### config.mk
export PLATFORM = sky130hd
export DESIGN_NAME = scaled_dac_serial_writer_flat
export DESIGN_NICKNAME = d
export VERILOG_FILES = /design/src/scdw_pkg.sv /design/src/scdw_ifs.sv /design/src/scdw_front.sv /design/src/scdw_queue.sv /design/src/scdw_back.sv /design/src/scaled_dac_serial_writer.sv /design/src/flat_wrapper.sv
export SDC_FILE = /design/constraint.sdc
export NUM_CORES = 1
export LEC_CHECK = 0
export BUFFER_PORTS_ARGS = -buffer_cell sky130_fd_sc_hd__buf_2
export CELL_PAD_IN_SITES_DETAIL_PLACEMENT = 0
export CELL_PAD_IN_SITES_GLOBAL_PLACEMENT = 1
export CORE_MARGIN = 5
export CORE_UTILIZATION = 47
export CTS_BUF_LIST = sky130_fd_sc_hd__clkbuf_2
export CTS_CLUSTER_DIAMETER = 40
export CTS_CLUSTER_SIZE = 12
export DETAILED_ROUTE_END_ITERATION = 6
export GPL_ROUTABILITY_DRIVEN = 0
export GPL_TIMING_DRIVEN = 0
export PLACE_DENSITY = 0.82
export SYNTH_ARGS = -nofsm -noshare
export SYNTH_HDL_FRONTEND = slang
export SYNTH_SLANG_ARGS = --single-unit
### constraint.sdc
create_clock -name clock -period 6.1 [get_ports clock]
set_clock_uncertainty 0.1 [all_clocks]
set_input_delay 0.915 -clock clock [delete_from_list [all_inputs] [get_ports clock]]
set_output_delay 0.915 -clock clock [all_outputs]
set_load 0.005 [all_outputs]
### src/scdw_pkg.sv
// ----------------------------------------------------------------------------
// scdw_pkg: shared types and constants for the scaled serial DAC writer
// Field widths, register indexes, reset values and the word record that
// travels from the scaling front end to the serializer.
// ----------------------------------------------------------------------------
package scdw_pkg;

   localparam int VALUE_W = 16;
   localparam int CODE_W  = 16;
   localparam int PROD_W  = 32;
   localparam int IDX_W   = 4;
   localparam int CSR_AW  = 2;

   // Register indexes
   localparam logic [CSR_AW-1:0] REG_SCALE_MULT    = 2'd0;
   localparam logic [CSR_AW-1:0] REG_SCALE_DIV     = 2'd1;
   localparam logic [CSR_AW-1:0] REG_CLAMP_LIMIT_A = 2'd2;
   localparam logic [CSR_AW-1:0] REG_CLAMP_LIMIT_B = 2'd3;

   // Reset values
   localparam logic [VALUE_W-1:0] RST_SCALE_MULT    = 16'd4096;
   localparam logic [VALUE_W-1:0] RST_SCALE_DIV     = 16'd5000;
   localparam logic [VALUE_W-1:0] RST_CLAMP_LIMIT_A = 16'd4295;
   localparam logic [VALUE_W-1:0] RST_CLAMP_LIMIT_B = 16'd4095;

   // Queue between front end and serializer
   localparam int QUEUE_DEPTH = 2;

   typedef struct packed {
      logic [VALUE_W-1:0] scale_mult;
      logic [VALUE_W-1:0] scale_div;
      logic [VALUE_W-1:0] clamp_limit_a;
      logic [VALUE_W-1:0] clamp_limit_b;
   } cfg_type;

   typedef struct packed {
      logic [CODE_W-1:0] code;
      logic              target;
   } word_type;

endpackage

### src/scdw_ifs.sv
// ----------------------------------------------------------------------------
// scdw channel interfaces
// Valid/ready channels for requests, serial bit results and register writes.
// ----------------------------------------------------------------------------
interface scdw_req_if
   import scdw_pkg::*;
();
   logic               valid;
   logic               ready;
   logic [VALUE_W-1:0] dac_value;
   logic               channel;

   modport source (output valid, dac_value, channel, input ready);
   modport sink   (input valid, dac_value, channel, output ready);
endinterface

interface scdw_rsp_if
   import scdw_pkg::*;
();
   logic              valid;
   logic              ready;
   logic              data_bit;
   logic [IDX_W-1:0]  bit_index;
   logic              target;
   logic [CODE_W-1:0] code;
   logic              last;

   modport source (output valid, data_bit, bit_index, target, code, last, input ready);
   modport sink   (input valid, data_bit, bit_index, target, code, last, output ready);
endinterface

interface scdw_csr_if
   import scdw_pkg::*;
();
   logic               valid;
   logic               ready;
   logic [CSR_AW-1:0]  index;
   logic [VALUE_W-1:0] data;

   modport source (output valid, index, data, input ready);
   modport sink   (input valid, index, data, output ready);
endinterface

### src/scdw_front.sv
// ----------------------------------------------------------------------------
// scdw_front: request intake and scaling
// Holds one request, multiplies by the scale factor, divides with a
// bit-per-cycle restoring divider (skipped for a zero divisor), clamps and pushes the code word.
// ----------------------------------------------------------------------------
module scdw_front
   import scdw_pkg::*;
(
   input  logic      clock,
   input  logic      reset,
   scdw_req_if.sink  req_ch,
   input  cfg_type   cfg,
   output logic      push_valid,
   input  logic      push_ready,
   output word_type  push_word
);

   localparam logic [1:0] ST_IDLE = 2'd0;
   localparam logic [1:0] ST_DIV  = 2'd1;
   localparam logic [1:0] ST_PUSH = 2'd2;
   localparam int STEP_W = $clog2(PROD_W);

   logic [1:0]         state_ff, state_in;
   logic               hold_valid_ff, hold_valid_in;
   logic [VALUE_W-1:0] hold_value_ff;
   logic               hold_chan_ff;
   logic [STEP_W-1:0]  step_ff;
   logic [PROD_W-1:0]  quo_ff;
   logic [VALUE_W-1:0] rem_ff;
   logic [VALUE_W-1:0] div_ff;
   logic [CODE_W-1:0]  limit_ff;
   logic               target_ff;

   logic               hold_take;
   logic               req_fire;
   logic [PROD_W-1:0]  product;
   logic [CODE_W-1:0]  limit_sel;
   logic [VALUE_W:0]   rem_shift;
   logic               sub_ok;
   logic [VALUE_W:0]   rem_diff;
   logic               over;

   assign hold_take    = (state_ff == ST_IDLE) && hold_valid_ff;
   assign req_ch.ready = !hold_valid_ff || hold_take;
   assign req_fire     = req_ch.valid && req_ch.ready;
   assign hold_valid_in = req_fire || (hold_valid_ff && !hold_take);

   assign product   = PROD_W'(hold_value_ff) * PROD_W'(cfg.scale_mult);
   assign limit_sel = hold_chan_ff ? cfg.clamp_limit_b : cfg.clamp_limit_a;

   // One restoring divide step
   assign rem_shift = {rem_ff, quo_ff[PROD_W-1]};
   assign sub_ok    = rem_shift >= {1'b0, div_ff};
   assign rem_diff  = rem_shift - {1'b0, div_ff};

   assign over = (|quo_ff[PROD_W-1:CODE_W]) || (quo_ff[CODE_W-1:0] > limit_ff);

   assign push_valid       = (state_ff == ST_PUSH);
   assign push_word.code   = over ? limit_ff : quo_ff[CODE_W-1:0];
   assign push_word.target = target_ff;

   always_comb begin
      state_in = state_ff;
      case (state_ff)
         ST_IDLE: begin
            if (hold_valid_ff) begin
               state_in = (cfg.scale_div == '0) ? ST_PUSH : ST_DIV;
            end
         end
         ST_DIV: begin
            if (step_ff == STEP_W'(PROD_W - 1)) begin
               state_in = ST_PUSH;
            end
         end
         ST_PUSH: begin
            if (push_ready) begin
               state_in = ST_IDLE;
            end
         end
         default: state_in = ST_IDLE;
      endcase
   end

   always_ff @(posedge clock) begin
      if (reset) begin
         state_ff      <= ST_IDLE;
         hold_valid_ff <= 1'b0;
      end else begin
         state_ff      <= state_in;
         hold_valid_ff <= hold_valid_in;
      end
   end

   always_ff @(posedge clock) begin
      if (req_fire) begin
         hold_value_ff <= req_ch.dac_value;
         hold_chan_ff  <= req_ch.channel;
      end
      if (hold_take) begin
         // zero divisor: load the limit so the clamp passes it through
         quo_ff    <= (cfg.scale_div == '0) ? PROD_W'(limit_sel) : product;
         rem_ff    <= '0;
         div_ff    <= cfg.scale_div;
         limit_ff  <= limit_sel;
         target_ff <= hold_chan_ff;
         step_ff   <= '0;
      end else if (state_ff == ST_DIV) begin
         quo_ff  <= {quo_ff[PROD_W-2:0], sub_ok};
         rem_ff  <= sub_ok ? rem_diff[VALUE_W-1:0] : rem_shift[VALUE_W-1:0];
         step_ff <= step_ff + 1'b1;
      end
   end

endmodule

### src/scdw_queue.sv
// ----------------------------------------------------------------------------
// scdw_queue: short word queue
// Two-entry FIFO between the scaling front end and the serializer.
// ----------------------------------------------------------------------------
module scdw_queue
   import scdw_pkg::*;
(
   input  logic     clock,
   input  logic     reset,
   input  logic     push_valid,
   output logic     push_ready,
   input  word_type push_word,
   output logic     pop_valid,
   input  logic     pop_ready,
   output word_type pop_word
);

   localparam int PTR_W = $clog2(QUEUE_DEPTH);
   localparam int CNT_W = $clog2(QUEUE_DEPTH + 1);

   word_type          entry_ff [QUEUE_DEPTH];
   logic [PTR_W-1:0]  wr_ptr_ff;
   logic [PTR_W-1:0]  rd_ptr_ff;
   logic [CNT_W-1:0]  count_ff;
   logic              wr_fire;
   logic              rd_fire;

   assign push_ready = (count_ff != CNT_W'(QUEUE_DEPTH));
   assign pop_valid  = (count_ff != '0);
   assign pop_word   = entry_ff[rd_ptr_ff];
   assign wr_fire    = push_valid && push_ready;
   assign rd_fire    = pop_valid && pop_ready;

   always_ff @(posedge clock) begin
      if (reset) begin
         wr_ptr_ff <= '0;
         rd_ptr_ff <= '0;
         count_ff  <= '0;
      end else begin
         if (wr_fire) begin
            wr_ptr_ff <= (wr_ptr_ff == PTR_W'(QUEUE_DEPTH - 1)) ? '0 : wr_ptr_ff + 1'b1;
         end
         if (rd_fire) begin
            rd_ptr_ff <= (rd_ptr_ff == PTR_W'(QUEUE_DEPTH - 1)) ? '0 : rd_ptr_ff + 1'b1;
         end
         if (wr_fire && !rd_fire) begin
            count_ff <= count_ff + 1'b1;
         end else if (rd_fire && !wr_fire) begin
            count_ff <= count_ff - 1'b1;
         end
      end
   end

   always_ff @(posedge clock) begin
      if (wr_fire) begin
         entry_ff[wr_ptr_ff] <= push_word;
      end
   end

endmodule

### src/scdw_back.sv
// ----------------------------------------------------------------------------
// scdw_back: serializer
// Shifts each code word out MSB first, one result item per bit, from a
// registered output stage.
// ----------------------------------------------------------------------------
module scdw_back
   import scdw_pkg::*;
#(
   parameter int WORD_BITS = 16
) (
   input  logic       clock,
   input  logic       reset,
   input  logic       pop_valid,
   output logic       pop_ready,
   input  word_type   pop_word,
   scdw_rsp_if.source rsp_ch
);

   localparam int POS_W = $clog2(WORD_BITS);

   logic                 active_ff, active_in;
   logic [WORD_BITS-1:0] shift_ff;
   logic [POS_W-1:0]     pos_ff;
   logic [CODE_W-1:0]    code_ff;
   logic                 target_ff;
   logic                 advance;
   logic                 finish;
   logic                 load;

   assign advance   = active_ff && rsp_ch.ready;
   assign finish    = advance && (pos_ff == '0);
   assign pop_ready = !active_ff || finish;
   assign load      = pop_valid && pop_ready;
   assign active_in = load || (active_ff && !finish);

   assign rsp_ch.valid     = active_ff;
   assign rsp_ch.data_bit  = shift_ff[WORD_BITS-1];
   assign rsp_ch.bit_index = IDX_W'(pos_ff);
   assign rsp_ch.target    = target_ff;
   assign rsp_ch.code      = code_ff;
   assign rsp_ch.last      = (pos_ff == '0);

   always_ff @(posedge clock) begin
      if (reset) begin
         active_ff <= 1'b0;
      end else begin
         active_ff <= active_in;
      end
   end

   always_ff @(posedge clock) begin
      if (load) begin
         shift_ff  <= WORD_BITS'(pop_word.code);
         pos_ff    <= POS_W'(WORD_BITS - 1);
         code_ff   <= pop_word.code;
         target_ff <= pop_word.target;
      end else if (advance) begin
         shift_ff <= {shift_ff[WORD_BITS-2:0], 1'b0};
         pos_ff   <= pos_ff - 1'b1;
      end
   end

endmodule

### src/scaled_dac_serial_writer.sv
// ----------------------------------------------------------------------------
// scaled_dac_serial_writer: scaled and clamped serial DAC word writer
// Scales a requested value, clamps it per channel and streams the code
// word out one bit per result item.
// ----------------------------------------------------------------------------
// Each request (dac_value, channel) becomes code = min(dac_value * scale_mult
// / scale_div, limit of the channel), or the limit itself when scale_div is
// zero, and is then sent as WORD_BITS result items, MSB first, each carrying
// the bit, its position (mod 16), the channel as target, the full code and a
// last flag on position 0. The front end multiplies, divides one quotient
// bit per cycle in the restoring divider (skipped with a zero divisor) and
// pushes; the serializer shifts the word out, holding each bit while rsp_ch
// is not ready. The two run concurrently through a two-entry queue. A
// request is taken into a holding register while the previous one is still
// dividing. Registers are written through csr_ch, which is always ready;
// write them only while the block is idle.
// ----------------------------------------------------------------------------
module scaled_dac_serial_writer
   import scdw_pkg::*;
#(
   parameter int WORD_BITS = 16
) (
   input  logic       clock,
   input  logic       reset,
   scdw_req_if.sink   req_ch,
   scdw_rsp_if.source rsp_ch,
   scdw_csr_if.sink   csr_ch
);

   cfg_type  cfg_ff;
   logic     csr_fire;

   logic     push_valid;
   logic     push_ready;
   word_type push_word;
   logic     pop_valid;
   logic     pop_ready;
   word_type pop_word;

   // Configuration registers: always ready, unknown indexes drop
   assign csr_ch.ready = 1'b1;
   assign csr_fire     = csr_ch.valid && csr_ch.ready;

   always_ff @(posedge clock) begin
      if (reset) begin
         cfg_ff.scale_mult    <= RST_SCALE_MULT;
         cfg_ff.scale_div     <= RST_SCALE_DIV;
         cfg_ff.clamp_limit_a <= RST_CLAMP_LIMIT_A;
         cfg_ff.clamp_limit_b <= RST_CLAMP_LIMIT_B;
      end else if (csr_fire) begin
         case (csr_ch.index)
            REG_SCALE_MULT:    cfg_ff.scale_mult    <= csr_ch.data;
            REG_SCALE_DIV:     cfg_ff.scale_div     <= csr_ch.data;
            REG_CLAMP_LIMIT_A: cfg_ff.clamp_limit_a <= csr_ch.data;
            REG_CLAMP_LIMIT_B: cfg_ff.clamp_limit_b <= csr_ch.data;
            default: ;
         endcase
      end
   end

   // Front end: hold the request, scale, divide, clamp
   scdw_front u_front (
      .clock      (clock),
      .reset      (reset),
      .req_ch     (req_ch),
      .cfg        (cfg_ff),
      .push_valid (push_valid),
      .push_ready (push_ready),
      .push_word  (push_word)
   );

   // Queue: decouple divider from serializer
   scdw_queue u_queue (
      .clock      (clock),
      .reset      (reset),
      .push_valid (push_valid),
      .push_ready (push_ready),
      .push_word  (push_word),
      .pop_valid  (pop_valid),
      .pop_ready  (pop_ready),
      .pop_word   (pop_word)
   );

   // Back end: shift the word out, one item per bit
   scdw_back #(
      .WORD_BITS (WORD_BITS)
   ) u_back (
      .clock     (clock),
      .reset     (reset),
      .pop_valid (pop_valid),
      .pop_ready (pop_ready),
      .pop_word  (pop_word),
      .rsp_ch    (rsp_ch)
   );

endmodule

### src/flat_wrapper.sv
// flat-port wrapper written by rule: the top's interface ports become plain ports
module scaled_dac_serial_writer_flat import scdw_pkg::*;
#(
   parameter int WORD_BITS = 16
)
  (clock, reset, req_ch_valid, req_ch_dac_value, req_ch_channel, req_ch_ready, rsp_ch_valid, rsp_ch_data_bit, rsp_ch_bit_index, rsp_ch_target, rsp_ch_code, rsp_ch_last, rsp_ch_ready, csr_ch_valid, csr_ch_index, csr_ch_data, csr_ch_ready);
  scdw_req_if req_ch_i ();
  scdw_rsp_if rsp_ch_i ();
  scdw_csr_if csr_ch_i ();
  input  logic clock;
  input  logic reset;
  input wire logic [$bits(req_ch_i.valid)-1:0] req_ch_valid;
  input wire logic [$bits(req_ch_i.dac_value)-1:0] req_ch_dac_value;
  input wire logic [$bits(req_ch_i.channel)-1:0] req_ch_channel;
  output wire logic [$bits(req_ch_i.ready)-1:0] req_ch_ready;
  output wire logic [$bits(rsp_ch_i.valid)-1:0] rsp_ch_valid;
  output wire logic [$bits(rsp_ch_i.data_bit)-1:0] rsp_ch_data_bit;
  output wire logic [$bits(rsp_ch_i.bit_index)-1:0] rsp_ch_bit_index;
  output wire logic [$bits(rsp_ch_i.target)-1:0] rsp_ch_target;
  output wire logic [$bits(rsp_ch_i.code)-1:0] rsp_ch_code;
  output wire logic [$bits(rsp_ch_i.last)-1:0] rsp_ch_last;
  input wire logic [$bits(rsp_ch_i.ready)-1:0] rsp_ch_ready;
  input wire logic [$bits(csr_ch_i.valid)-1:0] csr_ch_valid;
  input wire logic [$bits(csr_ch_i.index)-1:0] csr_ch_index;
  input wire logic [$bits(csr_ch_i.data)-1:0] csr_ch_data;
  output wire logic [$bits(csr_ch_i.ready)-1:0] csr_ch_ready;
  assign req_ch_i.valid = req_ch_valid;
  assign req_ch_i.dac_value = req_ch_dac_value;
  assign req_ch_i.channel = req_ch_channel;
  assign req_ch_ready = req_ch_i.ready;
  assign rsp_ch_valid = rsp_ch_i.valid;
  assign rsp_ch_data_bit = rsp_ch_i.data_bit;
  assign rsp_ch_bit_index = rsp_ch_i.bit_index;
  assign rsp_ch_target = rsp_ch_i.target;
  assign rsp_ch_code = rsp_ch_i.code;
  assign rsp_ch_last = rsp_ch_i.last;
  assign rsp_ch_i.ready = rsp_ch_ready;
  assign csr_ch_i.valid = csr_ch_valid;
  assign csr_ch_i.index = csr_ch_index;
  assign csr_ch_i.data = csr_ch_data;
  assign csr_ch_ready = csr_ch_i.ready;
  scaled_dac_serial_writer #(.WORD_BITS(WORD_BITS)) u_core (.clock(clock), .reset(reset), .req_ch(req_ch_i), .rsp_ch(rsp_ch_i), .csr_ch(csr_ch_i));
endmodule
==> flow_summary.toml <==
[routing]
wl_met1_um = 21000
wl_met2_um = 23800
top_layer_used = "met4"
via_per_inst = 5.32
drt-total-wl_um = 48900
routed-via-count = 14300
wl_met3_um = 2200
dr.pass1.iters = 5
wire_per_inst_um = 18.2
drc = 0
drtAntennaViolNets = 0
drtIter0Drc = 825

[placement]
hpwlAfterDp_um = 37900
dpl_cell_area_mm2 = 0.0202
post-place-ws_ns = -0.831
post-place-cells = 2564
io_buffers = 62

[floorplanning]
ios = 66
die-area_mm2 = 0.0451
start_util_pct = 47.4
die_y_um = 212
std_cell_rows = 74
core_area_mm2 = 0.0406
dieWidth_um = 212

[clocking]
insertion_delay_ns = 0.89
clock_sinks = 247
root_buffer = "clkbuf_2"
cts_max_level = 2
cts_buffers = 34
cts_hold_buf = 0
ctsLongestPathBuffers = 3
tritoncts = "done"
path_clk_slew_ns = 0.22

[power_and_ir_drop]
powerDensity_mw_per_mm2 = 246
ir_worst_vdd_v = 0.000165
p_sw_share_pct = 38.3
p_int_uw = 3290
power_frac_clock_pct = 18.5
seq_power_share_pct = 42.0
total_leakage_power_uw = 0.00986
combinationalPowerShare_pct = 39.5
p_switching_uw = 2040

[global_route]
grt_pass1_vias = 14600
grt_pass1_wl_um = 78500
grt_overflow_total = 0
grt_max_degree = 43
grt_usage_pct = 21.7
antenna_found_initial = 1

[layout]
layout-drive-gt1-share_pct = 16.4
fin_util_pct = 53.4
syn_to_final_growth_pct = 12.8
nets = 2506
fin_area_mm2 = 0.0217
fin_cells = 2687

[logic_synthesis]
ys_warn_count = 0
synth-seq-area-share_pct = 33.4
yosysTopAreaCellShare_pct = 23.2
synth_common_cells = "nand2_1 (384), inv_1 (274), fa_1 (195)"
synth-edff-count = 149
netlist_area_mm2 = 0.0193
netlist_instances = 1970
synthTopCellsByArea = "edfxtp_1 (23%), fa_1 (20%), dfxtp_1 (10%), ha_1 (9.1%), nand2_1 (7.5%)"
avgSynthCellArea_um2 = 9.77
synth_flop_cell = "edfxtp_1"
synth_cell_types = 62
ys_ff_latch = 247
ys_async_sr_fraction_pct = 0
synth_top_cell_by_area = "edfxtp_1"
synth_nets = 2345
synth_most_common_cell = "nand2_1"

[setup_path]
crit_fanout = 4
worstPathRequired_ns = 6.63
crit_arrival_ns = 6.66
startpoint_type = "flip-flop"
endpoint_kind = "flip-flop"
path_class = "flip-flop to flip-flop"

[timing]
tightest_slew_ns = 1.18
slew_headroom_pct = 21.1
setup_viol = 2
fmax_mhz = 163
rsz0062_at_grt = "true"
slew_viol_final = 0
layout_setup_ws_ns = -0.0311
period_share_pct = 101
period_needed_ns = 6.13
final-hold-violation-count = 0

[flow_run]
maxCapViolCount = 0

[status]
status = "finished, violations left"
violations = "negative setup slack"

[hold_path]
hold_path.class = "input pin to flip-flop"
-- cells by family after synthesis --
kind of cell | after synthesis | synth area share, %
other | 1 | 0.0195
muxes | 63 | 3.59
AOI/OAI and AO/OA | 233 | 7.64
and+or+nand+nor | 679 | 16.5
xor gates and xnor gates | 51 | 2.32
adders and majority gates | 335 | 29.4
buffers and inverters | 361 | 7.07
DFF | 247 | 33.4
-- sequential cells by signal (all words and copies together) (netlist names), 2 cells and up, named ones only --
name and count:
u_core.u_front.div_ff 16, u_core.u_front.quo_ff 32, u_core.u_front.hold_value_ff 16, u_core.u_back.rsp_ch.bit_index 4, u_core.u_back.shift_ff 16, u_core.u_queue.count_ff 2
u_core.u_queue.entry_ff 34, u_core.u_front.limit_ff 16, u_core.u_front.step_ff 5, u_core.cfg_ff 64, u_core.u_front.rem_ff 16, u_core.u_back.rsp_ch.code 16
u_core.u_front.state_ff 2
-- through the flow --
stage | TNS (ns) | power, uW | hold WS, ns
6_report | -0.0496 | 5330 | 0.109
5_1_grt | -1.25 | 5740 | 0.0406
4_1_cts | 0 | 5290 | 0.0257
3_5_place_dp | -10.19 | 4200 | 0.347
3_3_place_gp | -9.51 | 4140 | 0.335
2_1_floorplan | 0 | 3660 | 0.321
-- worst max-delay path, cell delays in order (launching register included) --
cell      delay (ns)
edfxtp_1        0.43
buf_4           0.17
clkbuf_8        0.14
and2_4          0.15
fa_1            0.49
inv_2           0.04
fa_2            0.45
fa_2            0.38
fa_1            0.55
inv_1           0.06
fa_1            0.52
inv_1           0.05
fa_1            0.52
inv_1           0.06
ha_4            0.24
a21oi_2         0.14
o21ai_2         0.09
nor2b_4         0.14
or3_4           0.42
a31oi_4         0.28
o41ai_4         0.09
xor2_1          0.19
a22o_1          0.20
-- power by group through the flow --
stage / clock network (uW) / registers, uW / logic [uW]
2_1_floorplan: 0 / 2240 / 1420
3_3_place_gp: 0 / 2280 / 1860
3_5_place_dp: 0 / 2290 / 1910
4_1_cts: 1030 / 2240 / 2020
5_1_grt: 1100 / 2270 / 2370
6_report: 985 / 2240 / 2110
-- final cells by class --
cell class,instances,area [um2]
diodes,1,2.50
plain buffers,81,463
clock buffers,37,185
clock inverters,22,229
fillers,3671,18900
inverters,275,1030
multi-input cells,1362,11800
flip-flops and latches,247,6480
well taps,532,666
repair buffers,130,868
-- cells in the final DEF (no fill, tap or decap), types with 14 or more instances in the layout --
| cell type | instances |
|---|---|
| nor2_1 | 47 |
| nand4_1 | 14 |
| and2_1 | 115 |
| xnor2_1 | 27 |
| nand3b_1 | 26 |
| nand2_1 | 383 |
| mux2_2 | 49 |
| o21ai_0 | 34 |
| edfxtp_1 | 149 |
| mux2i_1 | 14 |
| a21o_1 | 29 |
| a21oi_1 | 78 |
| dfxtp_1 | 83 |
| buf_4 | 62 |
| clkbuf_2 | 45 |
| ha_1 | 129 |
| xor2_1 | 23 |
| clkbuf_1 | 45 |
| fa_1 | 192 |
| buf_2 | 65 |
| inv_1 | 268 |
| nand3_1 | 19 |
-- worst paths after layout --
kind                                             start                                   endpoint  slack [ns]  cells after the start
max          u_core.u_front.hold_value_ff[5]$_DFFE_PP_        u_core.u_front.quo_ff[29]$_DFFE_PP_       -0.03                     22
min                                req_ch_dac_value[1]  u_core.u_front.hold_value_ff[1]$_DFFE_PP_        0.11                      1
max reg2reg  u_core.u_front.hold_value_ff[5]$_DFFE_PP_        u_core.u_front.quo_ff[29]$_DFFE_PP_       -0.03                     22
min reg2reg         u_core.u_front.target_ff$_DFFE_PP_    u_core.u_queue.entry_ff[0][0]$_DFFE_PP_        0.37                      0
-- metal layers --
metal / global-route usage (%) / up-vias
li1: - / 6757
met1: 28.7 / 7071
met2: 37.6 / 362
met3: 2.46 / 108
met4: 7.02 / 0
met5: 0 / -
-- repair_timing --
item / CTS / global route
cloned: 0 / 0
buffers inserted: 41 / 26
hold endpoints to repair: 0 / 0
resized for setup: 120 / 47
setup endpoints to repair: 21 / 12
pin swaps: 18 / 48
(Power assumes the default switching activity.)
